**config.mk**
```make
export PLATFORM = sky130hd
export DESIGN_NAME = parity_routed_double_stack_core
export DESIGN_NICKNAME = d
export VERILOG_FILES = /design/src/rtl/core/prds_pkg.sv /design/src/rtl/core/prds_ram.sv /design/src/rtl/core/prds_front.sv /design/src/rtl/core/prds_back.sv /design/src/rtl/core/parity_routed_double_stack_core.sv
export SDC_FILE = /design/constraint.sdc
export NUM_CORES = 2
export LEC_CHECK = 0
export ABC_AREA = 0
export ABC_CLOCK_PERIOD_IN_PS = 6300
export BUFFER_PORTS_ARGS = -buffer_cell sky130_fd_sc_hd__clkbuf_2
export CAP_MARGIN = 10
export CORE_MARGIN = 1.5
export CORE_UTILIZATION = 25
export DETAILED_ROUTE_END_ITERATION = 7
export PLACE_DENSITY_LB_ADDON = 0.3
export SLEW_MARGIN = 20
export SYNTH_ARGS = -nofsm -noshare
export SYNTH_HDL_FRONTEND = slang
export SYNTH_SLANG_ARGS = --single-unit
export TNS_END_PERCENT = 30
```
**constraint.sdc**
```tcl
create_clock -name clk -period 6.3 [get_ports clk]
set_input_delay 1.26 -clock clk [delete_from_list [all_inputs] [get_ports clk]]
set_output_delay 1.26 -clock clk [all_outputs]
set_load 0.01 [all_outputs]
```
**src/rtl/core/prds_pkg.sv**
```systemverilog
// Shared types and codes for the parity routed double stack.
// No dependencies.
package prds_pkg;

  localparam int DEPTH_DEF = 32;

  localparam logic [1:0] KIND_PUSH = 2'd0;
  localparam logic [1:0] KIND_POP  = 2'd1;
  localparam logic [1:0] KIND_LIST = 2'd2;

  localparam logic [1:0] ST_ACCEPTED = 2'd0;
  localparam logic [1:0] ST_FULL     = 2'd1;
  localparam logic [1:0] ST_VALID    = 2'd2;
  localparam logic [1:0] ST_EMPTY    = 2'd3;

  typedef struct packed {
    logic        [1:0]  kind;
    logic signed [31:0] value;
  } in_t;

  typedef struct packed {
    logic        [1:0]  status;
    logic               which_stack;
    logic signed [31:0] item;
    logic               last;
  } out_t;

endpackage

```
**src/rtl/core/prds_ram.sv**
```systemverilog
// Generic single write port, single read port RAM with registered read.
// No dependencies.
module prds_ram #(
  parameter int WIDTH = 32,
  parameter int DEPTH = 32
) (
  input  logic                     clk,
  input  logic                     wr_en,
  input  logic [$clog2(DEPTH)-1:0] wr_addr,
  input  logic [WIDTH-1:0]         wr_data,
  input  logic                     rd_en,
  input  logic [$clog2(DEPTH)-1:0] rd_addr,
  output logic [WIDTH-1:0]         rd_data
);

  logic [WIDTH-1:0] mem [DEPTH];

  always_ff @(posedge clk) begin
    if (wr_en) begin
      mem[wr_addr] <= wr_data;
    end
    if (rd_en) begin
      rd_data <= mem[rd_addr];
    end
  end

endmodule

```
**src/rtl/core/prds_front.sv**
```systemverilog
// Front end: accepts input transfers, drops unused kinds, queues commands.
// Depends on prds_pkg.
module prds_front (
  input  logic           clk,
  input  logic           rst_n,
  input  logic           in_valid,
  output logic           in_ready,
  input  prds_pkg::in_t  in_data,
  output logic           q_valid,
  input  logic           q_pop,
  output prds_pkg::in_t  q_data
);
  import prds_pkg::*;

  in_t        entries_r [2];
  logic       wr_ptr_r, wr_ptr_nxt;
  logic       rd_ptr_r, rd_ptr_nxt;
  logic [1:0] count_r, count_nxt;
  logic       keep;
  logic       push;
  logic       pop;

  // Kind 3 is taken and dropped: it has no results.
  always_comb begin
    unique case (in_data.kind) inside
      KIND_PUSH, KIND_POP, KIND_LIST: keep = 1'b1;
      default:                        keep = 1'b0;
    endcase
  end

  assign in_ready = (count_r != 2'd2);
  assign q_valid  = (count_r != 2'd0);
  assign q_data   = entries_r[rd_ptr_r];
  assign push     = in_valid && in_ready && keep;
  assign pop      = q_pop && q_valid;

  always_comb begin
    wr_ptr_nxt = push ? ~wr_ptr_r : wr_ptr_r;
    rd_ptr_nxt = pop ? ~rd_ptr_r : rd_ptr_r;
    count_nxt  = count_r + {1'b0, push} - {1'b0, pop};
  end

  always_ff @(posedge clk) begin
    if (!rst_n) begin
      wr_ptr_r <= 1'b0;
      rd_ptr_r <= 1'b0;
      count_r  <= 2'd0;
    end else begin
      wr_ptr_r <= wr_ptr_nxt;
      rd_ptr_r <= rd_ptr_nxt;
      count_r  <= count_nxt;
    end
  end

  always_ff @(posedge clk) begin
    if (push) begin
      entries_r[wr_ptr_r] <= in_data;
    end
  end

endmodule

```
**src/rtl/core/prds_back.sv**
```systemverilog
// Back end: sequencer over the shared store, fill counters, output register.
// Depends on prds_pkg and prds_ram.
module prds_back #(
  parameter int DEPTH = prds_pkg::DEPTH_DEF
) (
  input  logic           clk,
  input  logic           rst_n,
  input  logic           q_valid,
  output logic           q_pop,
  input  prds_pkg::in_t  q_data,
  output logic           out_valid,
  input  logic           out_ready,
  output prds_pkg::out_t out_data
);
  import prds_pkg::*;

  localparam int FILL_W = $clog2(DEPTH + 1);
  localparam int IDX_W  = $clog2(DEPTH);

  localparam logic [3:0] S_IDLE         = 4'd0;
  localparam logic [3:0] S_PUSH         = 4'd1;
  localparam logic [3:0] S_POP_LO       = 4'd2;
  localparam logic [3:0] S_POP_LO_EMIT  = 4'd3;
  localparam logic [3:0] S_POP_HI       = 4'd4;
  localparam logic [3:0] S_POP_HI_EMIT  = 4'd5;
  localparam logic [3:0] S_LIST_LO      = 4'd6;
  localparam logic [3:0] S_LIST_LO_RD   = 4'd7;
  localparam logic [3:0] S_LIST_LO_EMIT = 4'd8;
  localparam logic [3:0] S_LIST_HI      = 4'd9;
  localparam logic [3:0] S_LIST_HI_RD   = 4'd10;
  localparam logic [3:0] S_LIST_HI_EMIT = 4'd11;

  logic [3:0]        state_r, state_nxt;
  in_t               cmd_r, cmd_nxt;
  logic [FILL_W-1:0] low_r, low_nxt;
  logic [FILL_W-1:0] high_r, high_nxt;
  logic [IDX_W-1:0]  ptr_r, ptr_nxt;
  logic              lastf_r, lastf_nxt;
  logic              out_valid_r, out_valid_nxt;
  out_t              out_data_r;
  out_t              res;
  logic              load;
  logic              out_free;
  logic              full;

  logic              wr_en;
  logic [IDX_W-1:0]  wr_addr;
  logic              rd_en;
  logic [IDX_W-1:0]  rd_addr;
  logic [31:0]       rd_data;

  prds_ram #(
    .WIDTH (32),
    .DEPTH (DEPTH)
  ) u_store (
    .clk     (clk),
    .wr_en   (wr_en),
    .wr_addr (wr_addr),
    .wr_data (cmd_r.value),
    .rd_en   (rd_en),
    .rd_addr (rd_addr),
    .rd_data (rd_data)
  );

  assign out_free = !out_valid_r || out_ready;
  assign full     = ({1'b0, low_r} + {1'b0, high_r}) >= (FILL_W + 1)'(DEPTH);

  always_comb begin
    state_nxt = state_r;
    cmd_nxt   = cmd_r;
    low_nxt   = low_r;
    high_nxt  = high_r;
    ptr_nxt   = ptr_r;
    lastf_nxt = lastf_r;
    q_pop     = 1'b0;
    wr_en     = 1'b0;
    wr_addr   = IDX_W'(low_r);
    rd_en     = 1'b0;
    rd_addr   = ptr_r;
    load      = 1'b0;
    res       = '0;
    unique case (state_r)
      S_IDLE: begin
        if (q_valid) begin
          q_pop   = 1'b1;
          cmd_nxt = q_data;
          unique case (q_data.kind)
            KIND_PUSH: state_nxt = S_PUSH;
            KIND_POP:  state_nxt = S_POP_LO;
            KIND_LIST: state_nxt = S_LIST_LO;
            default:   state_nxt = S_IDLE;
          endcase
        end
      end
      S_PUSH: begin
        if (out_free) begin
          load            = 1'b1;
          res.which_stack = cmd_r.value[0];
          res.last        = 1'b1;
          if (full) begin
            res.status = ST_FULL;
          end else begin
            res.status = ST_ACCEPTED;
            wr_en      = 1'b1;
            if (cmd_r.value[0]) begin
              wr_addr  = IDX_W'(FILL_W'(DEPTH - 1) - high_r);
              high_nxt = high_r + 1'b1;
            end else begin
              low_nxt  = low_r + 1'b1;
            end
          end
          state_nxt = S_IDLE;
        end
      end
      S_POP_LO: begin
        if (low_r != '0) begin
          rd_en     = 1'b1;
          rd_addr   = IDX_W'(low_r - 1'b1);
          low_nxt   = low_r - 1'b1;
          state_nxt = S_POP_LO_EMIT;
        end else if (out_free) begin
          load       = 1'b1;
          res.status = ST_EMPTY;
          state_nxt  = S_POP_HI;
        end
      end
      S_POP_LO_EMIT: begin
        if (out_free) begin
          load       = 1'b1;
          res.status = ST_VALID;
          res.item   = rd_data;
          state_nxt  = S_POP_HI;
        end
      end
      S_POP_HI: begin
        if (high_r != '0) begin
          rd_en     = 1'b1;
          rd_addr   = IDX_W'(FILL_W'(DEPTH) - high_r);
          high_nxt  = high_r - 1'b1;
          state_nxt = S_POP_HI_EMIT;
        end else if (out_free) begin
          load            = 1'b1;
          res.status      = ST_EMPTY;
          res.which_stack = 1'b1;
          res.last        = 1'b1;
          state_nxt       = S_IDLE;
        end
      end
      S_POP_HI_EMIT: begin
        if (out_free) begin
          load            = 1'b1;
          res.status      = ST_VALID;
          res.which_stack = 1'b1;
          res.item        = rd_data;
          res.last        = 1'b1;
          state_nxt       = S_IDLE;
        end
      end
      S_LIST_LO: begin
        if (low_r != '0) begin
          ptr_nxt   = IDX_W'(low_r - 1'b1);
          state_nxt = S_LIST_LO_RD;
        end else if (out_free) begin
          load       = 1'b1;
          res.status = ST_EMPTY;
          state_nxt  = S_LIST_HI;
        end
      end
      S_LIST_LO_RD: begin
        rd_en     = 1'b1;
        lastf_nxt = (ptr_r == '0);
        ptr_nxt   = ptr_r - 1'b1;
        state_nxt = S_LIST_LO_EMIT;
      end
      S_LIST_LO_EMIT: begin
        if (out_free) begin
          load       = 1'b1;
          res.status = ST_VALID;
          res.item   = rd_data;
          state_nxt  = lastf_r ? S_LIST_HI : S_LIST_LO_RD;
        end
      end
      S_LIST_HI: begin
        if (high_r != '0) begin
          ptr_nxt   = IDX_W'(FILL_W'(DEPTH) - high_r);
          state_nxt = S_LIST_HI_RD;
        end else if (out_free) begin
          load            = 1'b1;
          res.status      = ST_EMPTY;
          res.which_stack = 1'b1;
          res.last        = 1'b1;
          state_nxt       = S_IDLE;
        end
      end
      S_LIST_HI_RD: begin
        rd_en     = 1'b1;
        lastf_nxt = (ptr_r == IDX_W'(DEPTH - 1));
        ptr_nxt   = ptr_r + 1'b1;
        state_nxt = S_LIST_HI_EMIT;
      end
      S_LIST_HI_EMIT: begin
        if (out_free) begin
          load            = 1'b1;
          res.status      = ST_VALID;
          res.which_stack = 1'b1;
          res.item        = rd_data;
          res.last        = lastf_r;
          state_nxt       = lastf_r ? S_IDLE : S_LIST_HI_RD;
        end
      end
      default: state_nxt = S_IDLE;
    endcase
  end

  always_comb begin
    if (load) begin
      out_valid_nxt = 1'b1;
    end else if (out_ready) begin
      out_valid_nxt = 1'b0;
    end else begin
      out_valid_nxt = out_valid_r;
    end
  end

  always_ff @(posedge clk) begin
    if (!rst_n) begin
      state_r     <= S_IDLE;
      low_r       <= '0;
      high_r      <= '0;
      out_valid_r <= 1'b0;
    end else begin
      state_r     <= state_nxt;
      low_r       <= low_nxt;
      high_r      <= high_nxt;
      out_valid_r <= out_valid_nxt;
    end
  end

  always_ff @(posedge clk) begin
    cmd_r   <= cmd_nxt;
    ptr_r   <= ptr_nxt;
    lastf_r <= lastf_nxt;
    if (load) begin
      out_data_r <= res;
    end
  end

  assign out_valid = out_valid_r;
  assign out_data  = out_data_r;

endmodule

```
**src/rtl/core/parity_routed_double_stack_core.sv**
```systemverilog
// Parity routed double stack: two stacks sharing one store of DEPTH words.
// Usage:
//  - in_valid/in_ready/in_data carry commands: push, pop both, list all.
//    A transfer with an unused kind is taken and gives no results.
//  - out_valid/out_ready/out_data carry results; last marks the final
//    result of a command. Push gives 1 result, pop gives 2, list gives
//    up to DEPTH+1.
//  - A two-entry command queue sits between the front end and the
//    sequencer, so input transfers keep flowing while results stall.
// Sequence:
//  - Push: the sequencer fetches the command from the queue, then loads
//    the result and, unless full, updates the store (fetch plus update).
//  - Pop and list: each stored word takes a store read with a registered
//    output, then the result; an empty stack gives its result with no read.
// Reset (rst_n low, synchronous) empties both stacks and the queue and
// drops any pending result. Store contents need no clearing. When the
// receiver holds out_ready low, the result register holds its value and
// the sequencer waits; the queue then fills and in_ready falls.
// Depends on prds_pkg, prds_front, prds_back, prds_ram.
module parity_routed_double_stack_core #(
  parameter int DEPTH = prds_pkg::DEPTH_DEF
) (
  input  logic           clk,
  input  logic           rst_n,
  input  logic           in_valid,
  output logic           in_ready,
  input  prds_pkg::in_t  in_data,
  output logic           out_valid,
  input  logic           out_ready,
  output prds_pkg::out_t out_data
);
  import prds_pkg::*;

  // Command queue between front end and sequencer.
  logic q_valid;
  logic q_pop;
  in_t  q_data;

  prds_front u_front (
    .clk      (clk),
    .rst_n    (rst_n),
    .in_valid (in_valid),
    .in_ready (in_ready),
    .in_data  (in_data),
    .q_valid  (q_valid),
    .q_pop    (q_pop),
    .q_data   (q_data)
  );

  // Sequencer: owns the store, both fill counts and the result register.
  prds_back #(
    .DEPTH (DEPTH)
  ) u_back (
    .clk       (clk),
    .rst_n     (rst_n),
    .q_valid   (q_valid),
    .q_pop     (q_pop),
    .q_data    (q_data),
    .out_valid (out_valid),
    .out_ready (out_ready),
    .out_data  (out_data)
  );

endmodule

```
==> flow_summary_export.csv <==
group,metric,value,unit
status,status,"completed",
power_and_ir_drop,leakage,18.81,nW
synth,synthAdderAreaFrac,0.6404,%
synth,synth_flop_cell,"edfxtp_1",
clock_tree,cts_resized,0,
hold_path,worstHoldStart,"u_front.rd_ptr_r",
power_and_ir_drop,netSwitchingFraction,33.44,%
power_and_ir_drop,seqPwrFrac,44.6,%
timing,fin_ws,1.593,ns
clock_tree,cts_htree_levels,3,
synth,synthXorXnorAreaFrac,0.3434,%
synth,synth_most_common_cell,"edfxtp_1",
timing,setup_viol,0,
power_and_ir_drop,p_clk_share,28.2,%
synth,synth_top_family_by_area,"multiplexers",
timing,finalMaxSlewViolations,0,
clock_tree,clk_pin_slew,0.06,ns
synth,synth_cell_types,66,
synth,syn_area_per_cell,15.92,sq um
worst_setup_path,crit_type,"reg2reg",
die,die_w,443.2,um
worst_setup_path,arrival,5.27,ns
global_routing,antenna_found_initial,12,
die,die-area,0.1965,sq mm
synth,synth-simple-area-share,4.713,%
worst_setup_path,endpoint_kind,"flip-flop",
synth,synth_common_cells,"edfxtp_1 (1,198), mux2i_1 (388), nand2_1 (291)",
clock_tree,cts_hold_buf,0,
global_routing,grt_overflow_total,0,
cells_and_area,area_growth_syn_to_layout,16.09,%
cells_and_area,post-route-util,29.21,%
synth,synth_top_area_cell,"edfxtp_1",
synth,synth-compound-area-share,8.261,%
worst_setup_path,cp_max_fo,47,
placed_design,io_buffers,75,
worst_setup_path,cp-start-kind,"flip-flop",
synth,ys_seq_area_share,75.16,%
routing,routed_via_density,4.629,
synth,synth_fp_nets,3104,
worst_setup_path,timing.rr.end,"u_back.u_store.rd_data[25]",
synth,synth.cell_area,0.04845,sq mm
routing,finalWirelength,131900,um
clock_tree,clock_latency,0.78,ns
timing,hold_viol_final,0,
placed_design,dp_slack,1.645,ns
routing,ant_nets,0,
global_routing,grt_max_degree,101,
clock_tree,cts-root-buf,"clkbuf_16",
timing,setup_tns,0,ns
clock_tree,cts_buffer_depth,3,
synth,synth-seq-cells,1220,
cells_and_area,final_nets,3228,
cells_and_area,postLayoutCellArea,0.05625,sq mm
power_and_ir_drop,pwr-share-comb,27.2,%
die,initial_utilization,25.16,%
global_routing,grt_pass1_wl,189900,um
timing,skew,0.05140,ns
cells_and_area,antennaDiodeCount,0,
die,rows,161,
timing,max_freq,212.4,MHz
worst_setup_path,worstPathRequired,6.86,ns
timing,tightest_slew,1.114,ns
timing,fin_crit_sh,74.72,%
clock_tree,numCtsBuffers,121,
clock_tree,cts_tree,"done",
global_routing,grt_pass1_vias,26200,
timing,hold_slack,0.5176,ns
routing,vias,26840,
hold_path,holdPathStages,2,
power_and_ir_drop,power.density,441.2,mW/mm^2
timing,relSlewSlack,25.65,%
clock_tree,post-cts-setup-buffers,0,
hold_path,min_path_type,"reg2reg",
die,ioPinCount,76,
cells_and_area,fill_cells,19150,
timing,fin_crit,4.707,ns
routing,drt-pass1-iter-count,5,
die,dieHeight,443.2,um
placed_design,place_hpwl,76350,um
worst_setup_path,r2r_start,"u_back.state_r[0]",
cells_and_area,drive_gt1_share,14.25,%
worst_setup_path,reg2regPathDepth,11,
clock_tree,cts_sinks,1220,
cells_and_area,multi_input_area,0.01131,sq mm
synth,ys_top_cells_by_area,"edfxtp_1 (74%), mux2i_1 (8.0%), a21oi_1 (3.0%)",
run,max_cap_violations,0,
routing,wire_per_inst,22.75,um
cells_and_area,regArea,0.03642,sq mm
synth,ys_warn_count,0,
synth,synthMuxAreaShare,8.759,%
timing,rsz0062_at_grt,"false",
power_and_ir_drop,vdd_drop_max,0.0002399,V
power_and_ir_drop,internal_power,16.52,mW
placed_design,dpl-instance-area,0.05221,sq mm
routing,drc,0,
worst_setup_path,r2r_setup_slack,1.59,ns
synth,synthCells,3043,
power_and_ir_drop,netSwitchingPower,8.298,mW
die,core,0.1926,sq mm
synth,synth_edf_count,1198,
routing,first_iter_violations,2606,
placed_design,place_congestion,0.8469,
synth,synthArstFlopShare,0,%
global_routing,grt_usage,13.08,%
synth,synth_top_area_share,74.25,%
-- how the worst max path moves through the flow --
stage	start	end	cells after the start
after detailed placement	u_back.state_r[0]	u_back.u_store.rd_data[26]	11
after global placement	u_back.state_r[1]	u_back.u_store.rd_data[22]	9
after floorplan	u_back.state_r[1]	u_front.count_r[1]	10
after CTS	u_back.state_r[0]	u_back.u_store.rd_data[25]	11
final	u_back.state_r[0]	u_back.u_store.rd_data[25]	11
after global routing	u_back.state_r[0]	u_back.u_store.rd_data[28]	11
-- metrics by stage --
step / total power [mW] / std cells
detailed placement: 17.97 / 5558
CTS: 24.98 / 5785
global placement: 17.91 / 5557
finish: 24.82 / 5797
floorplan: 15.37 / 3043
global route: 25.91 / 5797
-- worst max-delay path, stage by stage (launching register included) --
cell and delay, ns:
dfxtp_1 0.58, nor2_1 0.34, nand3_1 0.28, inv_1 0.33, o21a_1 0.42, o311a_4 0.64
buf_4 0.53, buf_4 0.50, a21oi_1 0.13, a22oi_1 0.25, o22ai_2 0.12, nor4_1 0.33
-- placed cells by master, fill, tap and decap left out, types with 20 or more instances in the layout --
cell and n:
a21oi_1 286, ha_1 20, o21ai_0 28, nor4_1 34
dfxtp_1 21, buf_4 96, a22oi_1 131, mux2_2 32
clkbuf_2 75, clkinv_1 44, edfxtp_1 1198, nor3_2 32
nand2_1 290, nor2_1 45, and2_1 34, clkbuf_16 121
mux2i_1 388, inv_1 26, clkbuf_1 20, o22ai_1 113
-- sequential cells by signal (all words and copies together), names as in the netlist, 4 cells and up, named ones only --
name and flops:
u_back.out_data 36, u_back.state_r 4, u_back.ptr_r 5, u_back.high_r 6, u_back.u_store.rd_data 32, u_back.cmd_r 32
u_back.low_r 6, u_front.entries_r 68, u_back.u_store.mem 1024
-- cells by family after synthesis --
kind of cell             count (synthesis)
AO/OA/AOI/OAI                          640
multiplexers                           420
AND/OR/NAND/NOR                        505
XOR/XNOR                                19
flip-flops                            1220
buffers and inverters                  216
adder cells (fa/ha/maj)                 23
-- routing by layer --
metal  part of all wire (%)  track usage, %  vias up
li1                       -               -    12120
met2                     46           20.87      674
met4                    1.9           3.115        2
met5                 0.0099               0        -
met1                     47           18.67    13900
met3                    4.6           1.891      144
-- power by group through the flow --
| stage | clock network (mW) | logic (mW) | registers [mW] |
|---|---|---|---|
| floorplan | 0 | 4.24 | 11.1 |
| global placement | 0 | 6.46 | 11.5 |
| detailed placement | 0 | 6.51 | 11.5 |
| CTS | 7.17 | 6.52 | 11.3 |
| global route | 7.48 | 7.28 | 11.2 |
| finish | 7.00 | 6.75 | 11.1 |
-- layout make-up --
type                       count  share of cell area [%]
multi-input combinational   1607                   20.10
timing repair buffer         190                   2.547
clock inverter                83                   1.219
sequential                  1220                   64.74
inverter                      27                  0.1802
clock buffer                 144                   5.590
tap                         2526                   5.619
Power figures use the tool's default switching activity.
